**src/rtl/sit_pkg.sv**
```systemverilog
// ----------------------------------------------------------------------------
// sit_pkg: shared types and constants of the sorted id offset table
// field widths, request and status codes, register indexes, sequencer states
// ----------------------------------------------------------------------------
package sit_pkg;

    localparam int MAX_ENTRIES_DEF   = 1024;
    localparam int TEXT_CAPACITY_DEF = 65536;

    localparam int OP_W      = 2;
    localparam int ID_W      = 32;
    localparam int KEY_W     = 31;
    localparam int LEN_W     = 16;
    localparam int ST_W      = 2;
    localparam int OFF_W     = 16;
    localparam int POS_W     = 11;
    localparam int CFG_W     = 31;
    localparam int CFG_IDX_W = 2;

    localparam logic [OP_W-1:0] OP_LOOKUP = 2'd0;
    localparam logic [OP_W-1:0] OP_INSERT = 2'd1;
    localparam logic [OP_W-1:0] OP_CLEAR  = 2'd2;

    localparam logic [ST_W-1:0] ST_DONE   = 2'd0;
    localparam logic [ST_W-1:0] ST_MISS   = 2'd1;
    localparam logic [ST_W-1:0] ST_REJECT = 2'd2;
    localparam logic [ST_W-1:0] ST_FULL   = 2'd3;

    localparam logic [CFG_IDX_W-1:0] CFG_LANG = 2'd0;
    localparam logic [CFG_IDX_W-1:0] CFG_MIN  = 2'd1;
    localparam logic [CFG_IDX_W-1:0] CFG_MAX  = 2'd2;

    localparam logic [CFG_W-1:0] MAX_ID_RESET = 31'd65535;

    typedef enum logic [3:0] {
        S_IDLE,
        S_CMAX,
        S_CMIN,
        S_CCAP,
        S_SRCH,
        S_CMP,
        S_HCHK,
        S_DEC,
        S_SHRD,
        S_SHWR,
        S_INS,
        S_RESP
    } t_state;

    typedef struct packed {
        logic lt;
        logic eq;
    } t_cmp;

endpackage

```
**src/rtl/sit_cmp.sv**
```systemverilog
// ----------------------------------------------------------------------------
// sit_cmp: shared magnitude comparator
// gives a < b and a == b for the range, capacity and search checks
// ----------------------------------------------------------------------------
module sit_cmp #(
    parameter int WIDTH = 31
) (
    input  logic [WIDTH-1:0] i_a,
    input  logic [WIDTH-1:0] i_b,
    output sit_pkg::t_cmp    o_res
);

    logic [WIDTH:0] w_diff;

    // borrow out of a - b means a < b
    assign w_diff    = {1'b0, i_a} - {1'b0, i_b};
    assign o_res.lt  = w_diff[WIDTH];
    assign o_res.eq  = (w_diff == '0);

endmodule

```
**config.mk**
```make
export PLATFORM = sky130hd
export DESIGN_NAME = sit_cmp
export DESIGN_NICKNAME = d
export VERILOG_FILES = /design/src/rtl/sit_pkg.sv /design/src/rtl/sit_cmp.sv
export SDC_FILE = /design/constraint.sdc
export NUM_CORES = 1
export LEC_CHECK = 0
export BUFFER_PORTS_ARGS = -buffer_cell sky130_fd_sc_hd__buf_4
export CORE_MARGIN = 3
export CORE_UTILIZATION = 43
export DETAILED_ROUTE_END_ITERATION = 7
export PLACE_DENSITY = 0.78
export SLEW_MARGIN = 20
export SYNTH_ARGS = -nofsm -noshare
export SYNTH_HDL_FRONTEND = slang
export SYNTH_SLANG_ARGS = --single-unit
```
**constraint.sdc**
```tcl
create_clock -name vclk -period 4.1
set_clock_uncertainty 0.2 [all_clocks]
set_input_delay 0.41 -clock vclk [all_inputs]
set_output_delay 0.41 -clock vclk [all_outputs]
set_load 0.1 [all_outputs]
```
**Word-level counts from Yosys, hierarchy flattened**

Index checks and enable logic that the tools add are counted.

- Add/sub/neg operators: 1
- Reduce and logical (&&, ||, !) cells: 1

Operator list:

| operator | count |
|---|---|
| 32-bit zero test | 1 |
| 31-bit by 31-bit subtractor with 32-bit output | 1 |

- Register bits: 0
- Input port bits: 62
- Output and inout port bits: 2
- Word-level logic and storage cells: 2

**Logic depth before layout (Yosys ltp)**

Gate-level depths: netlist of the first run.

- Depth after elaboration: 2
- Depth in mapped cells: 12
- Mapped depth without buffers: 12

**Least setup slack after synthesis of the first run**

No wires, ideal clock.

- Path kind: input -> output
- Start: input i_b[4]
- End: output o_res[0] (netlist bit)
- Arrival: 4.726 ns
- Data required time: 3.490 ns
- Slack: -1.236 ns
- Stages: 11
- Buffers on the path: 0
- Cell sequence: inv_1 -> ha_1 -> nand2_1 -> a211oi_1 -> o21ai_1 -> a21oi_1 -> o21ai_0 -> a21oi_1 -> o31ai_1 -> o2bb2ai_1 -> a2111oi_2

RTL lines:

| item | RTL line | RTL |
|---|---|---|
| start, declared | sit_cmp.sv:9 | `input logic [WIDTH-1:0] i_b,` |
| end, declared | sit_cmp.sv:10 | `output sit_pkg::t_cmp o_res` |

==> flow_summary.yaml, run 1 <==
timing:
  fin_crit_ns: 3.97
  final.setup.tns_ns: 0
  max_slew_margin_pct: 64.0
  tightest_slew_ns: 0.534
  whs_ns: 1.19
  setup_violations: 0
  report.final.slew_viol_count: 0
  finalCritPeriodShare_pct: 96.8
  final_hold_viol_count: 0
  worst_slack_ns: 0.133
  fmax_mhz: 252
global_route:
  grt.total_usage_pct: 20.8
  antenna_found_initial: 0
  overflow: 0
  grt_start_max_net_pins: 10
  grt_pass1_wl_um: 10600
  first_global_vias: 2419
floorplanning:
  dieArea_um2: 5800
  ios: 64
  coreArea_um2: 4560
  fp-row-count: 24
  die_w_um: 76.2
  initial_utilization_pct: 46.4
  die_y_um: 76.2
flow_run:
  cap_violations: 0
place:
  port-buffer-count: 64
  dpl_worst_slack_ns: -0.0902
  dp.cells: 478
  postPlaceCellArea_um2: 2930
  place_hpwl_um: 5610
  place_congestion: 0.962
routing:
  num_vias: 2735
  wire_per_inst_um: 13.8
  drt-total-wl_um: 6580
  initialDrtViolationCount: 212
  via_per_inst: 5.72
  ant_nets: 0
  drc_errors: 0
  first_pass_iters: 5
cells_and_area:
  clockBufferCount: 0
  fin_cells: 478
  area_delta_synth_final_pct: 42.4
  fin_area_um2: 3020
  nets: 509
  n_antenna_cell: 0
  drive_gt1_share_pct: 30.5
  design.seq.count: 0
  finalCoreUtilization_pct: 66.1
  regArea_um2: 0
synthesis:
  syn_area_um2: 2120
  yosysMostFrequentCell: "a21oi_1"
  yosys.area_share.simple_pct: 27.0
  synth_cell_types: 56
  synth_fa_ha_area_share_pct: 19.3
  synth.top_cells.by_count: "a21oi_1, inv_1, nand2_1, ha_1, o21ai_0"
  syn_avg_cell_area_um2: 6.46
  yosysTopAreaCellShare_pct: 18.3
  synth_top_family_by_area: "compound AO/OA/AOI/OAI gates"
  muxShareOfSynthArea_pct: 1.42
  synth_compound_area_share_pct: 38.6
  synth_area_leaders: "ha_1, a21oi_1, inv_1, nand2_1, o21ai_0"
  yosysTopAreaCell: "ha_1"
  syn-num-nets: 422
  ys_seq_area_share_pct: 0
  synthXorXnorAreaFrac_pct: 4.55
  synth_warnings: 0
  netlist_instances: 328
power:
  power.internal_mw: 0.207
  clkPwrFrac_pct: 0
  p_total_mw: 0.447
  ir_drop_mv: 0.0699
  p_leak_nw: 1.44
  p_per_area_nw_per_um2: 148
  p_switching_mw: 0.240
  switching_share_pct: 53.7
  pwr-share-comb_pct: 100.0
  pwr-share-seq_pct: 0
worst_setup_path:
  startpoint_type: "input port"
  path_max_fanout: 5
  end_kind: "output pin"
  path_class: "input port to output pin"
  cp.arrival_ns: 3.36
  cp.required_ns: 3.49
clocking:
  hold_buffers: 0
min_path:
  hold_class: "input port to output pin"
run_status:
  status: "completed"
-- critical path: stages --
cell and delay [ns]:
buf_8 0.08, inv_8 0.03, ha_4 0.15, fa_2 0.37, nor2b_4 0.16, o2111ai_4 0.19, a211o_2 0.37, a211o_1 0.32
a211oi_2 0.22, o21ai_0 0.10, a211oi_1 0.26, nand4_1 0.17, a2111oi_4 0.25, buf_6 0.27
-- per-layer routing --
| layer | up-vias | global-route usage [%] | wire length, um | part of all wire, % |
|---|---|---|---|---|
| li1 | 1389 | - | - | - |
| met1 | 1234 | 31.5 | 3120 | 47 |
| met2 | 106 | 32.6 | 2930 | 44 |
| met3 | 6 | 2.13 | 499 | 7.6 |
| met4 | 0 | 1.63 | 41 | 0.62 |
| met5 | - | 0 | 0 | 0 |
-- kinds of logic after synthesis --
family / Yosys count
multiplexers: 3
XOR/XNOR: 11
AO/OA/AOI/OAI: 122
adder cells (fa/ha/maj): 32
AND/OR/NAND/NOR: 111
buffers and inverters: 49
-- final cells by class --
class / instances / area (um2)
Tap cell: 65 / 81.3
Fill cell: 426 / 1550
Inverter: 38 / 150
Multi-Input combinational cell: 279 / 2050
Timing Repair Buffer: 96 / 736
-- final timing paths --
path / slack (ns) / depth (start not counted) / end / startpoint
setup / recovery: 0.13 / 14 / o_res[0] / i_a[0]
hold / removal: 1.19 / 4 / o_res[1] / i_a[30]
-- power groups by stage --
stage	combinational, mW	clock (mW)	sequential (mW)
final	0.447	0	0
after global routing	0.492	0	0
after CTS	0.426	0	0
after detailed placement	0.420	0	0
after global placement	0.419	0	0
after floorplan	0.272	0	0
-- layout by cell type (no fill, tap or decap), types with 3 or more instances in the layout --
master,Yosys,final
o21ai_1,2,3
a21o_1,5,5
xor2_1,4,4
o21a_1,4,4
nor3_1,6,6
nor2b_1,7,5
ha_1,31,29
nand2_1,33,32
a21oi_2,1,3
nand3_1,6,6
o2111ai_1,4,4
and3_1,6,6
a2111oi_2,4,3
nand4_1,9,9
or3_1,4,4
nor2_1,16,16
o21ai_0,24,23
xnor2_1,7,7
mux2i_1,3,3
inv_1,38,37
and2_1,7,7
buf_4,2,93
a211o_1,3,3
a21oi_1,42,40
nand3b_1,3,3
a211oi_1,9,7
-- what timing repair did --
item / CTS / global route
setup buffers: 0 / 0
pin swaps: 1 / 14
setup endpoints to repair: 1 / 1
gates resized for setup: 4 / 16
Note: power is estimated with default switching activity, not from simulation.
==> run 2: changes to the inputs <==
--- a/config.mk
+++ b/config.mk
@@ -6,6 +6,7 @@
 export NUM_CORES = 1
 export LEC_CHECK = 0
 export BUFFER_PORTS_ARGS = -buffer_cell sky130_fd_sc_hd__buf_4
+export CORE_ASPECT_RATIO = 1.75
 export CORE_MARGIN = 3
 export CORE_UTILIZATION = 43
 export DETAILED_ROUTE_END_ITERATION = 7
==> flow_summary.yaml, run 2 (synthesis gave the netlist of run 1 again) <==
routing:
  num_vias: 2849
  wire_per_inst_um: 15.6
  drt-total-wl_um: 7420
  ant_nets: 0
  initialDrtViolationCount: 94
  first_pass_iters: 6
  via_per_inst: 5.99
  drc_errors: 0
place:
  postPlaceCellArea_um2: 2970
  port-buffer-count: 64
  place_congestion: 0.956
  dp.cells: 473
  place_hpwl_um: 6290
timing:
  grt_setup_unrepaired: "true"
  finalCritPeriodShare_pct: 98.4
  max_slew_margin_pct: 68.5
  final_hold_viol_count: 0
  final.setup.tns_ns: 0
  fmax_mhz: 248
  tightest_slew_ns: 0.469
  report.final.slew_viol_count: 0
  fin_crit_ns: 4.04
  whs_ns: 1.19
  setup_violations: 0
floorplanning:
  ios: 64
  die_w_um: 59.1
  fp-row-count: 33
  coreArea_um2: 4710
  die_y_um: 98.9
  dieArea_um2: 5840
  initial_utilization_pct: 45.0
global_route:
  use_met2_pct: 50.0
  grt_start_max_net_pins: 10
  overflow: 0
  busiest_layer: "met2"
  use_met3_pct: 0.393
  grt.total_usage_pct: 25.2
  first_global_vias: 2859
  met1_usage_pct: 23.9
  grt_pass1_wl_um: 12000
  antenna_found_initial: 0
cells_and_area:
  fin_cells: 476
  n_antenna_cell: 0
  regArea_um2: 0
  fin_area_um2: 3110
  layout_commonest_cell: "buf_4"
  design.seq.count: 0
  drive_gt1_share_pct: 32.5
  area_delta_synth_final_pct: 46.9
  finalCoreUtilization_pct: 66.1
  final_cell_mix: "buf_4, a21oi_1, inv_1, nand2_1, ha_1"
  clockBufferCount: 0
  nets: 520
power:
  p_per_area_nw_per_um2: 152
  p_leak_nw: 1.49
  ir_drop_mv: 0.0922
worst_setup_path:
  startpoint_type: "input port"
  cp.required_ns: 3.49
  cp.arrival_ns: 3.43
  path_max_fanout: 5
  path_class: "input port to output pin"
  end_kind: "output pin"
clocking:
  hold_buffers: 0
flow_run:
  cap_violations: 0
min_path:
  hold_class: "input port to output pin"
run_status:
  status: "completed"
run 2: layout make-up:
cell class	instances	area, um2
fill	446	1600
timing repair buffer	107	807
multi-input combinational	279	2090
inverter	38	150
tap	52	65.1
run 2: report_power, final:
group          switching, mW  total (mW)  internal, mW
clock                      0           0             0
sequential                 0           0             0
combinational          0.255       0.474         0.219
run 2: per-stage QoR:
stage | power (mW) | setup WS, ns
after floorplan | 0.272 | -0.227
after global placement | 0.433 | -0.142
after detailed placement | 0.438 | -0.167
after CTS | 0.443 | -0.0362
after global routing | 0.520 | -0.106
final | 0.474 | 0.0641
run 2: repair_timing:
item / in CTS / in global routing
setup buffers: 0 / 3
setup endpoints to repair: 1 / 1
pin swaps: 2 / 13
gates resized for setup: 4 / 19
run 2: worst paths after layout:
check / from / to / slack (ns) / cells past startpoint
max: i_a[0] / o_res[0] / 0.06 / 14
min: i_a[30] / o_res[1] / 1.19 / 4
run 2: metal layers:
metal	routed length [um]	vias to the layer above
li1	-	1407
met3	251	43
met5	0	-
met2	4120	105
met4	548	0
met1	2500	1294
run 2: worst max-delay path, cell delays in order:
cell and delay, ns:
buf_4 0.11, inv_8 0.03, ha_4 0.15, fa_2 0.36, nor2b_4 0.16, o2111ai_4 0.16
a211o_4 0.38, a211o_1 0.35, a211oi_2 0.28, o21ai_1 0.11, a211oi_2 0.23, nand4_1 0.17
a2111oi_4 0.25, buf_6 0.27
==> run 3: changes to the inputs <==
--- a/config.mk
+++ b/config.mk
@@ -8,9 +8,9 @@
 export BUFFER_PORTS_ARGS = -buffer_cell sky130_fd_sc_hd__buf_4
 export CORE_ASPECT_RATIO = 1.75
 export CORE_MARGIN = 3
-export CORE_UTILIZATION = 43
+export CORE_UTILIZATION = 45
 export DETAILED_ROUTE_END_ITERATION = 7
-export PLACE_DENSITY = 0.78
+export PLACE_DENSITY = 0.8
 export SLEW_MARGIN = 20
 export SYNTH_ARGS = -nofsm -noshare
 export SYNTH_HDL_FRONTEND = slang
==> flow_summary.yaml, run 3 (synthesis gave the netlist of run 1 again) <==
timing:
  final.setup.tns_ns: 0
  finalCritPeriodShare_pct: 98.0
  grt_setup_unrepaired: "true"
  fin_crit_ns: 4.02
  fmax_mhz: 249
  max_slew_margin_pct: 62.1
  report.final.slew_viol_count: 0
  setup_violations: 0
  final_hold_viol_count: 0
  worst_slack_ns: 0.0812
  tightest_slew_ns: 0.562
routing:
  drc_errors: 0
  num_vias: 2875
  drt-total-wl_um: 7390
  via_per_inst: 6.00
  ant_nets: 0
  wire_per_inst_um: 15.4
  initialDrtViolationCount: 149
  first_pass_iters: 4
cells_and_area:
  nets: 524
  nFillCells: 429
  multiInputGateArea_um2: 2060
  area_delta_synth_final_pct: 47.2
  layout_commonest_cell: "buf_4"
  drive_gt1_share_pct: 33.2
  design.seq.count: 0
  finalCoreUtilization_pct: 69.5
  regArea_um2: 0
  clockBufferCount: 0
  n_antenna_cell: 0
  final_cell_mix: "buf_4, a21oi_1, inv_1, nand2_1, ha_1"
worst_setup_path:
  path_class: "input port to output pin"
  cp.required_ns: 3.49
  end_kind: "output pin"
  path_max_fanout: 4
  startpoint_type: "input port"
  cp.arrival_ns: 3.41
place:
  dpl_worst_slack_ns: -0.0461
  place_congestion: 0.938
  place_hpwl_um: 6290
  port-buffer-count: 64
global_route:
  antenna_found_initial: 0
  overflow: 0
  first_global_vias: 2857
  grt.total_usage_pct: 25.5
  grt_pass1_wl_um: 11800
  grt_start_max_net_pins: 10
floorplanning:
  die_w_um: 57.9
  initial_utilization_pct: 47.2
  dieArea_um2: 5600
  fp-row-count: 32
  ios: 64
  coreArea_um2: 4480
  die_y_um: 96.8
flow_run:
  cap_violations: 0
power:
  ir_drop_mv: 0.0940
  p_leak_nw: 1.51
  p_per_area_nw_per_um2: 152
run_status:
  status: "completed"
clocking:
  hold_buffers: 0
min_path:
  hold_class: "input port to output pin"
[run 3: cell count changes in the layout (fill, tap and decap cells not counted), moves of 2 or more]
| cell | delta |
|---|---|
| nor4_2 | +2 |
| a21oi_2 | +3 |
| buf_4 | +2 |
| a21oi_1 | -2 |
[run 3: per-layer routing]
metal	wire length (um)	part of all wire, %	GRT usage [%]
met1	2510	34	23.3
met2	4100	56	50.5
met3	232	3.1	0.935
met4	544	7.4	16.4
met5	0	0	0
[run 3: worst paths after layout]
path / depth (start not counted) / start / endpoint / slack [ns]
max: 14 / i_a[0] / o_res[0] / 0.08
min: 4 / i_a[30] / o_res[1] / 1.19
[run 3: final cells by class]
class / count / area share [%]
multi-input cells: 279 / 65.9
inverters: 38 / 4.82
well taps: 51 / 2.05
repair buffers: 111 / 27.2
[run 3: where the power goes]
group | switching [mW] | total (mW) | internal (mW) | leakage (nW)
Sequential | 0 | 0 | 0 | 0
Combinational | 0.251 | 0.473 | 0.223 | 1.51
Clock | 0 | 0 | 0 | 0
Total | 0.251 | 0.473 | 0.223 | 1.51
[run 3: what timing repair did]
item,4_1_cts,5_1_grt
pin swaps,2,14
endpoints found under the setup margin,1,1
gates resized for setup,5,17
buffers inserted,0,3
[run 3: worst max-delay path: stages]
cell and delay, ns:
buf_8 0.08, inv_8 0.03, ha_4 0.15, fa_2 0.37
nor2b_4 0.15, o2111ai_4 0.15, a211o_4 0.38, a211o_1 0.35
a211oi_2 0.26, o21ai_1 0.10, a211oi_1 0.24, nand4_1 0.21
a2111oi_4 0.25, buf_6 0.27
[run 3: metrics by stage]
stage | instances | hold WS (ns) | total power, mW | instance area [um2]
floorplan | 328 | 1.12 | 0.272 | 2180
global placement | 476 | 1.18 | 0.439 | 3000
detailed placement | 476 | 1.20 | 0.446 | 3000
CTS | 476 | 1.19 | 0.450 | 3020
global route | 479 | 1.23 | 0.519 | 3120
finish | 479 | 1.19 | 0.473 | 3120
