<file path="config.mk">
export PLATFORM = sky130hd
export DESIGN_NAME = sit_ram
export DESIGN_NICKNAME = d
export VERILOG_FILES = /design/src/rtl/sit_ram.sv
export SDC_FILE = /design/constraint.sdc
export NUM_CORES = 1
export LEC_CHECK = 0
export ABC_AREA = 0
export BUFFER_PORTS_ARGS = -buffer_cell sky130_fd_sc_hd__buf_2
export CAP_MARGIN = 20
export CORE_MARGIN = 3
export CORE_UTILIZATION = 56
export CTS_BUF_LIST = sky130_fd_sc_hd__clkbuf_4 sky130_fd_sc_hd__clkbuf_8
export CTS_CLUSTER_DIAMETER = 30
export DETAILED_ROUTE_END_ITERATION = 10
export GPL_TIMING_DRIVEN = 1
export PLACE_DENSITY = 0.74
export SYNTH_ARGS = -nofsm -noshare
export SYNTH_HDL_FRONTEND = slang
export SYNTH_SLANG_ARGS = --single-unit
</file>
<file path="constraint.sdc">
create_clock -name i_clk -period 3.1 [get_ports i_clk]
set_input_delay 0.31 -clock i_clk [delete_from_list [all_inputs] [get_ports i_clk]]
set_output_delay 0.31 -clock i_clk [all_outputs]
set_load 0.01 [all_outputs]
</file>
<file path="src/rtl/sit_ram.sv">
// ----------------------------------------------------------------------------
// sit_ram: generic simple dual-port ram
// one write port, one read port with registered read data
// ----------------------------------------------------------------------------
module sit_ram #(
    parameter int WIDTH = 8,
    parameter int DEPTH = 16
) (
    input  logic                     i_clk,
    input  logic                     i_we,
    input  logic [$clog2(DEPTH)-1:0] i_waddr,
    input  logic [WIDTH-1:0]         i_wdata,
    input  logic [$clog2(DEPTH)-1:0] i_raddr,
    output logic [WIDTH-1:0]         o_rdata
);

    logic [WIDTH-1:0] r_mem [DEPTH];
    logic [WIDTH-1:0] r_rdata;

    always_ff @(posedge i_clk) begin
        if (i_we) begin
            r_mem[i_waddr] <= i_wdata;
        end
        r_rdata <= r_mem[i_raddr];
    end

    assign o_rdata = r_rdata;

endmodule

</file>
; ---- Word-level counts from Yosys, hierarchy flattened
; Memory sizes are Yosys's and may differ from the RTL's. A register that Yosys moved wholly into a read port is not among the register bits.
; Cells that the tools add are included.
; W data, S select, Z words.
[word_totals]
out_inout_bits = 8
register_bits = 0
wordCells = 3
mem_bits_rw = 128
mem_count = 1
in_bits = 18
[classes]
n_mux = 2
[mem_list]
columns = memory, depth, word_bits, rd, rd_clocked_by_memory_dff, write_ports, line
row1 = r_mem, 16, 8, 1, 1, 1, 17  ; logic [WIDTH-1:0] r_mem [DEPTH];
[ops]
columns = operator, n
row1 = $mux W1, 2

; ---- Longest topological paths before layout
; Gate-level depths: netlist of the first run.
[logic_depth]
word_depth = 2
mapped_depth = 5
depth_no_buf = 3

; ---- Worst setup path before layout of the first run
; OpenSTA, ideal clock, no wires.
[synth_timing]
path_type = input-to-reg
startpoint = in i_waddr[2]
endpoint = mem r_mem[0][0] (enable)
cell_stages = 2
setup_time_ns = 0.383
setup_slack_ns = 1.297
n_path_buf = 0
required_ns = 2.717
arrival_ns = 1.420
cell_sequence = or3b_2 nor3_1
[synth_rtl]
columns = element, line
row1 = from (decl), 11  ; input logic [$clog2(DEPTH)-1:0] i_waddr,
row2 = to (decl), 17
; Straight into the memory's write port.

==> flow_summary.json, run 1 <==
{
  "yosysWarnings": 0,
  "grt.overflow.total": 0,
  "final_nets": 294,
  "post_drt_via_cell_ratio": 6.008,
  "gp_routability_congestion": 0.7647,
  "intPower_w": 0.002905,
  "coreArea_sq_um": 8806,
  "antenna_left": 0,
  "grt_pass1_wl_microns": 14690,
  "max_freq_mhz": 634.2,
  "hold_viol": 0,
  "peakVddDrop_mv": 0.2529,
  "p_switching_w": 0.0007143,
  "synth_seq_area_share_pct": 77.78,
  "slew_violations": 0,
  "synthesis.nets": 247,
  "most-common-layout-cells": "edfxtp_1 (128), buf_2 (25), clkbuf_8 (19), mux4_2 (18), a22oi_1 (16)",
  "avgSynthCellArea_sq_um": 22.48,
  "worstSetupPathType": "input pin to register",
  "postPlaceCellArea_sq_um": 5419,
  "synthTopCellsByArea": "edfxtp_1 (75%), mux4_2 (7.9%), mux4_1 (7.1%)",
  "fillerInstances": 551,
  "tns_ns": 0,
  "cts_made_buffers": 17,
  "seqPwrFrac_pct": 57.1,
  "rsz0062_at_grt": "false",
  "swShare_pct": 19.74,
  "syn_inst": 229,
  "place_inst": 365,
  "synth-simple-area-share_pct": 3.184,
  "p_per_area_nw_per_um2": 623.4,
  "finalInstanceArea_sq_um": 5806,
  "synth_top_area_share_pct": 74.67,
  "drive_above_1_share_pct": 30.10,
  "finalNonFillerCells": 397,
  "worst_ep_required_time_ns": 3.38,
  "synthMuxAreaShare_pct": 15.02,
  "slew_headroom_pct": 34.98,
  "leakage_nw": 1.961,
  "synthXorXnorAreaFrac_pct": 0,
  "outcome": "completed",
  "finalClockSkew_ns": 0.01090,
  "grt.total_usage_pct": 20.60,
  "die_h_microns": 101.9,
  "synth_compound_area_share_pct": 2.333,
  "startpoint_type": "input pin",
  "wl_microns": 9560,
  "grt_antenna_before_repair": 0,
  "vias": 2385,
  "clk_pin_slew_ns": 0.07,
  "post-cts-setup-buffers": 0,
  "port_buffers": 25,
  "setup_violations": 0,
  "period_share_pct": 50.86,
  "cts_tree": "done",
  "drcViolationCount": 0,
  "fp.dieW_microns": 101.9,
  "clock-sinks": 136,
  "fp-row-count": 34,
  "min_period_ns": 1.577,
  "ys_types": 19,
  "grt_pass1_vias": 2486,
  "netlist_area_sq_um": 5147,
  "synth_top_family_by_area": "multiplexers",
  "drt_pre_antenna_iters": 4,
  "ios": 26,
  "diodes": 0,
  "synth_seq_cells": 136,
  "synth_largest_area_cell": "edfxtp_1",
  "grt_max_degree": 33,
  "clkPwrFrac_pct": 37.8,
  "start_util_pct": 58.45,
  "drt_iter0_markers": 176,
  "post_drt_wl_per_cell_microns": 24.08,
  "htree_levels": 4,
  "syn_to_final_growth_pct": 12.79,
  "clockRootBuffer": "clkbuf_8",
  "end_kind": "register",
  "hp-class": "input pin to register",
  "arrival_ns": 1.86,
  "cts_hold_buf": 0,
  "power_frac_comb_pct": 5.0,
  "dpl.hpwl_microns": 5938,
  "max_cap_viol_count": 0,
  "cts_resized": 0,
  "tightest_slew_ns": 0.9717,
  "dieArea_sq_um": 10380,
  "clock_latency_ns": 0.41,
  "synthAdderAreaFrac_pct": 0,
  "cts_buffer_depth": 2,
  "final_common_cell": "edfxtp_1",
  "crit_fanout": 11
}
## cell type report
| class | count | area, sq um | area share (%) |
|---|---|---|---|
| timing repair buffer | 38 | 222.7 | 3.836 |
| sequential | 136 | 4004 | 68.97 |
| clock buffer | 22 | 284.0 | 4.892 |
| multi-input combinational | 83 | 1057 | 18.21 |
| tap | 108 | 135.1 | 2.328 |
| clock inverter | 10 | 102.6 | 1.767 |
## critical path, stage by stage
cell and delay, ns:
buf_2 0.29, buf_4 0.30, mux4_2 0.52, a22oi_1 0.32, nand2_1 0.11
## flip-flops by register name, summed over array words and instances (netlist names)
| name | flops |
|---|---|
| o_rdata | 8 |
| r_mem | 128 |
## cells by family (layout without fill, tap and decap cells)
kind of cell	after synthesis	after routing
DFF	136	136
and+or+nand+nor	35	35
muxes	32	32
AOI/OAI and AO/OA	16	16
buffers and inverters	10	70
## per-layer routing
layer | wire length, microns | track usage (%) | vias up
met5 | 0 | 0 | -
met4 | 114 | 6.862 | 0
met3 | 811 | 4.573 | 9
met2 | 4503 | 30.48 | 109
met1 | 4131 | 31.30 | 1206
li1 | - | - | 1061
## through the flow
stage               power (W)  setup WS [ns]  hold WS, ns  util, %
floorplan            0.002213          1.297       0.4089        -
global placement     0.002286          1.151       0.6462    61.54
detailed placement   0.002294          1.127       0.6593    61.54
CTS                  0.003643          1.530       0.2558    65.93
global route         0.003743          1.475       0.2616    65.93
finish               0.003619          1.523       0.2699    65.93
## Yosys cell counts, drive strengths merged
library cell / n
nand3: 1
nand3b: 2
nand2b: 2
edfxtp: 128
or3b: 1
nor2b: 1
clkdlybuf4s25: 3
and2: 1
and2b: 1
nor2: 13
nor3: 4
mux4: 32
a22oi: 16
buf: 7
nand2: 9
dfxtp: 8
## power groups by stage
stage	sequential, W	clock, W	combinational [W]
floorplan	0.00211	0	0.000104
CTS	0.00207	0.00139	0.000186
global route	0.00207	0.00147	0.000200
finish	0.00207	0.00137	0.000182
global placement	0.00211	0	0.000180
detailed placement	0.00211	0	0.000185
## path summary, 6_finish.rpt
check                              from               endpoint  slack (ns)  cells after the start
hold reg to reg   r_mem[4][2]$_DFFE_PP_     o_rdata[2]$_DFF_P_        0.67                      3
setup / recovery             i_raddr[0]     o_rdata[6]$_DFF_P_        1.52                      5
setup reg to reg  r_mem[8][6]$_DFFE_PP_     o_rdata[6]$_DFF_P_        1.70                      3
hold / removal               i_wdata[5]  r_mem[0][5]$_DFFE_PP_        0.27                      1
No activity file was read; power rests on OpenSTA's default activity.
==> run 2, diff against run 1 <==
--- a/config.mk
+++ b/config.mk
@@ -14,7 +14,7 @@
 export CTS_CLUSTER_DIAMETER = 30
 export DETAILED_ROUTE_END_ITERATION = 10
 export GPL_TIMING_DRIVEN = 1
-export PLACE_DENSITY = 0.74
+export PLACE_DENSITY = 0.77
 export SYNTH_ARGS = -nofsm -noshare
 export SYNTH_HDL_FRONTEND = slang
 export SYNTH_SLANG_ARGS = --single-unit
==> constraint.sdc (replaced) <==
create_clock -name i_clk -period 1.4 [get_ports i_clk]
set_input_delay 0.14 -clock i_clk [delete_from_list [all_inputs] [get_ports i_clk]]
set_output_delay 0.14 -clock i_clk [all_outputs]
set_load 0.01 [all_outputs]
==> flow_summary.json, run 2 (synthesized netlist as in run 1, its figures left out) <==
{
  "slew_headroom_pct": 51.95,
  "intPower_w": 0.006747,
  "drive_above_1_share_pct": 35.08,
  "total_power_w": 0.008364,
  "grt.overflow.total": 0,
  "max_cap_viol_count": 0,
  "reg2reg_to": "o_rdata[5]$_DFF_P_",
  "fp.dieW_microns": 101.9,
  "cts_hold_buf": 0,
  "antenna_left": 0,
  "final_nets": 310,
  "whs_path_depth": 1,
  "ios": 26,
  "startpoint_type": "register",
  "clock_latency_ns": 0.42,
  "wl_microns": 9379,
  "end_kind": "register",
  "most-common-layout-cells": "edfxtp_1 (128), buf_2 (25), buf_4 (25), mux4_2 (18), clkbuf_8 (17)",
  "clk_pin_slew_ns": 0.07,
  "power_frac_comb_pct": 5.5,
  "pre_cts_ws_ns": -0.1883,
  "regMostFlops": "r_mem",
  "holdWs_ns": 0.09670,
  "worstSetupPathType": "register to register",
  "fin_ws_ns": 0.05808,
  "finalClockSkew_ns": 0.007619,
  "post_drt_via_cell_ratio": 5.930,
  "port_buffers": 25,
  "gp_routability_congestion": 0.8128,
  "diodes": 0,
  "swShare_pct": 19.33,
  "max_freq_mhz": 745.2,
  "drcViolationCount": 0,
  "syn_to_final_growth_pct": 17.19,
  "tns_ns": 0,
  "largest_reg_flops": 128,
  "grt.total_usage_pct": 20.09,
  "regToRegStartpoint": "r_mem[3][5]$_DFFE_PP_",
  "dpl.hpwl_microns": 6295,
  "vias": 2449,
  "cts_tree": "done",
  "coreArea_sq_um": 8806,
  "hp-start": "i_wdata[1]",
  "post_drt_wl_per_cell_microns": 22.71,
  "fillerInstances": 546,
  "die_h_microns": 101.9,
  "cts_buffer_depth": 2,
  "hold_end": "r_mem[2][1]$_DFFE_PP_",
  "tightest_slew_ns": 0.7192,
  "r2r_cells": 3,
  "drt_pre_antenna_iters": 4,
  "grt_max_degree": 18,
  "fp-row-count": 34,
  "period_share_pct": 95.85,
  "worst_ep_required_time_ns": 1.70,
  "drt_iter0_markers": 224,
  "seqPwrFrac_pct": 54.7,
  "start_util_pct": 58.45,
  "htree_levels": 4,
  "clock-sinks": 136,
  "peakVddDrop_mv": 0.8049,
  "p_switching_w": 0.001617,
  "outcome": "completed",
  "clkPwrFrac_pct": 39.9,
  "cts_made_buffers": 17,
  "grt_pass1_vias": 2579,
  "min_period_ns": 1.342,
  "hp-class": "input pin to register",
  "dieArea_sq_um": 10380,
  "leakage_nw": 2.080,
  "clockRootBuffer": "clkbuf_8",
  "final_common_cell": "edfxtp_1",
  "setup_violations": 0,
  "arrival_ns": 1.64,
  "p_per_area_nw_per_um2": 1387,
  "crit_fanout": 1,
  "rsz0062_at_grt": "false",
  "post-cts-setup-buffers": 0,
  "hold_viol": 0,
  "slew_violations": 0,
  "grt_pass1_wl_microns": 14530,
  "post-route-util_pct": 68.50,
  "r2r_setup_slack_ns": 0.06,
  "grt_antenna_before_repair": 0
}
run 2: metrics by stage:
stage	area, sq um	std cells
finish	6032	413
global route	6032	413
CTS	6017	413
detailed placement	5594	381
floorplan	5152	229
global placement	5594	381
run 2: metal layers:
| layer | vias up | routed length, microns | global-route usage, % | share of wire (%) |
|---|---|---|---|---|
| li1 | 1095 | - | - | - |
| met3 | 6 | 750 | 4.915 | 8.0 |
| met2 | 114 | 4867 | 32.65 | 52 |
| met1 | 1234 | 3676 | 27.15 | 39 |
| met4 | 0 | 85 | 7.064 | 0.91 |
| met5 | - | 0 | 0 | 0 |
run 2: worst max path at each step:
stage	from	to	slack [ns]	cells past startpoint
4_1_cts	r_mem[3][5]$_DFFE_PP_	o_rdata[5]$_DFF_P_	0.002	3
5_1_grt	r_mem[2][3]$_DFFE_PP_	o_rdata[3]$_DFF_P_	0.006	3
3_3_place_gp	i_raddr[0]	o_rdata[3]$_DFF_P_	-0.13	5
2_1_floorplan	i_waddr[2]	r_mem[3][0]$_DFFE_PP_	-0.006	2
6_report	r_mem[3][5]$_DFFE_PP_	o_rdata[5]$_DFF_P_	0.06	3
3_5_place_dp	i_raddr[0]	o_rdata[5]$_DFF_P_	-0.19	5
run 2: what timing repair did:
item | 4_1_cts | 5_1_grt
endpoints found under the hold margin | 0 | 0
setup endpoints to repair | 1 | 4
resized for setup | 1 | 3
pin swaps | 0 | 1
run 2: area by class of cell:
| cell class | count | area, sq um | area share, % |
|---|---|---|---|
| clock buffers | 21 | 264.0 | 4.377 |
| clock inverters | 11 | 153.9 | 2.551 |
| multi-input cells | 83 | 1082 | 17.94 |
| flip-flops and latches | 136 | 4004 | 66.38 |
| well taps | 108 | 135.1 | 2.240 |
| repair buffers | 54 | 392.9 | 6.513 |
run 2: worst max-delay path: stages (launching register included):
cell      delay [ns]
edfxtp_1        0.39
mux4_1          0.50
a22oi_2         0.25
nand2_1         0.09
run 2: power groups by stage:
stage / Sequential, W / Combinational [W] / Clock [W]
final: 0.00457 / 0.000456 / 0.00334
after global routing: 0.00458 / 0.000497 / 0.00355
after CTS: 0.00458 / 0.000455 / 0.00339
after detailed placement: 0.00466 / 0.000452 / 0
after global placement: 0.00466 / 0.000439 / 0
after floorplan: 0.00467 / 0.000231 / 0
==> run 3, diff against run 2 <==
--- a/config.mk
+++ b/config.mk
@@ -14,7 +14,7 @@
 export CTS_CLUSTER_DIAMETER = 30
 export DETAILED_ROUTE_END_ITERATION = 10
 export GPL_TIMING_DRIVEN = 1
-export PLACE_DENSITY = 0.77
+export PLACE_DENSITY_LB_ADDON = 0.08
 export SYNTH_ARGS = -nofsm -noshare
 export SYNTH_HDL_FRONTEND = slang
 export SYNTH_SLANG_ARGS = --single-unit
==> flow_summary.json, run 3 (synthesized netlist as in run 1, its figures left out) <==
{
  "finalInstanceArea_sq_um": 6050,
  "grt_antenna_before_repair": 0,
  "drcViolationCount": 0,
  "dieArea_sq_um": 10380,
  "most-common-layout-cells": "edfxtp_1 (128), buf_2 (25), buf_4 (24), mux4_2 (18), clkbuf_8 (17)",
  "p_per_area_nw_per_um2": 1418,
  "slew_violations": 0,
  "cts_hold_buf": 0,
  "crit_fanout": 1,
  "postPlaceCellArea_sq_um": 5587,
  "clk_pin_slew_ns": 0.08,
  "r2r_setup_slack_ns": 0.04,
  "gp_routability_congestion": 0.7002,
  "grt.total_usage_pct": 20.01,
  "whs_path_depth": 1,
  "min_period_ns": 1.359,
  "total_power_w": 0.008580,
  "worst_ep_required_time_ns": 1.70,
  "r2r_cells": 3,
  "multi_input_area_sq_um": 1072,
  "port_buffers": 25,
  "hold_end": "r_mem[14][6]$_DFFE_PP_",
  "htree_levels": 4,
  "outcome": "completed",
  "peakVddDrop_mv": 0.7585,
  "regMostFlops": "r_mem",
  "startpoint_type": "register",
  "reg2reg_to": "o_rdata[2]$_DFF_P_",
  "drive_above_1_share_pct": 34.87,
  "drt_pre_antenna_iters": 4,
  "tightest_slew_ns": 0.8084,
  "slew_headroom_pct": 45.99,
  "max_freq_mhz": 735.8,
  "vias": 2455,
  "hp-start": "i_wdata[6]",
  "tns_ns": 0,
  "grt.overflow.total": 0,
  "antenna_left": 0,
  "worstSetupPathType": "register to register",
  "regToRegStartpoint": "r_mem[9][2]$_DFFE_PP_",
  "die_h_microns": 101.9,
  "hp-class": "input pin to register",
  "final_nets": 309,
  "ios": 26,
  "start_util_pct": 58.45,
  "arrival_ns": 1.65,
  "coreArea_sq_um": 8806,
  "finalClockSkew_ns": 0.009385,
  "syn_to_final_growth_pct": 17.53,
  "dpl.hpwl_microns": 5796,
  "setup_violations": 0,
  "largest_reg_flops": 128,
  "hold_viol": 0,
  "clock-sinks": 136,
  "max_cap_viol_count": 0,
  "post_drt_wl_per_cell_microns": 22.58,
  "end_kind": "register",
  "period_share_pct": 97.08,
  "fp.dieW_microns": 101.9,
  "leakage_nw": 2.078,
  "grt_pass1_vias": 2533,
  "post-route-util_pct": 68.70,
  "diodes": 0,
  "grt_pass1_wl_microns": 14560,
  "post_drt_via_cell_ratio": 5.959,
  "clockRootBuffer": "clkbuf_8",
  "rsz0062_at_grt": "false",
  "register_area_sq_um": 4004,
  "fillerInstances": 581,
  "wl_microns": 9304,
  "final_common_cell": "edfxtp_1",
  "cts_made_buffers": 17,
  "grt_max_degree": 20,
  "clock_latency_ns": 0.41,
  "drt_iter0_markers": 105,
  "fp-row-count": 34,
  "cts_tree": "done",
  "cts_buffer_depth": 2
}
[run 3: metal layers]
| layer | track usage [%] | up-vias | wire length [microns] |
|---|---|---|---|
| met5 | 0 | - | 0 |
| met4 | 7.064 | 0 | 90 |
| met3 | 4.300 | 6 | 571 |
| met2 | 31.59 | 64 | 4749 |
| met1 | 28.36 | 1290 | 3892 |
| li1 | - | 1095 | - |
[run 3: area by class of cell]
cell class	instances	area share [%]
Clock buffer	19	4.116
Multi-Input combinational cell	83	17.72
Clock inverter	13	3.371
Sequential cell	136	66.18
Timing Repair Buffer	53	6.370
Tap cell	108	2.234
[run 3: worst max path at each step]
stage / start / to / slack [ns] / cells after the start
after floorplan: i_waddr[2] / r_mem[3][0]$_DFFE_PP_ / -0.006 / 2
after detailed placement: i_raddr[0] / o_rdata[4]$_DFF_P_ / -0.19 / 6
after CTS: r_mem[8][1]$_DFFE_PP_ / o_rdata[1]$_DFF_P_ / 0.05 / 3
after global routing: r_mem[9][3]$_DFFE_PP_ / o_rdata[3]$_DFF_P_ / 0.005 / 3
after global placement: i_raddr[0] / o_rdata[4]$_DFF_P_ / -0.19 / 6
final: r_mem[9][2]$_DFFE_PP_ / o_rdata[2]$_DFF_P_ / 0.04 / 3
[run 3: where the power goes]
| part | total (W) | switching, W | internal, W |
|---|---|---|---|
| registers | 0.00457 | 0.0000231 | 0.00455 |
| clock network | 0.00356 | 0.00140 | 0.00215 |
| logic | 0.000454 | 0.000245 | 0.000208 |
| total | 0.00858 | 0.00167 | 0.00691 |
[run 3: critical path: stages (launching register included)]
cell	delay [ns]
edfxtp_1	0.40
mux4_1	0.55
a22oi_1	0.22
nand2_1	0.09
[run 3: stage by stage]
step	hold slack, ns	setup slack (ns)	instances
4_1_cts	0.08718	0.04759	412
3_5_place_dp	0.5388	-0.1938	380
3_3_place_gp	0.5313	-0.1865	380
5_1_grt	0.09602	0.005411	412
2_1_floorplan	0.2389	-0.006146	229
6_report	0.1108	0.04087	412
[run 3: what timing repair did]
action                                  CTS  global route
endpoints found under the setup margin    0             2
gates resized for setup                   0             2
setup buffers                             0             0
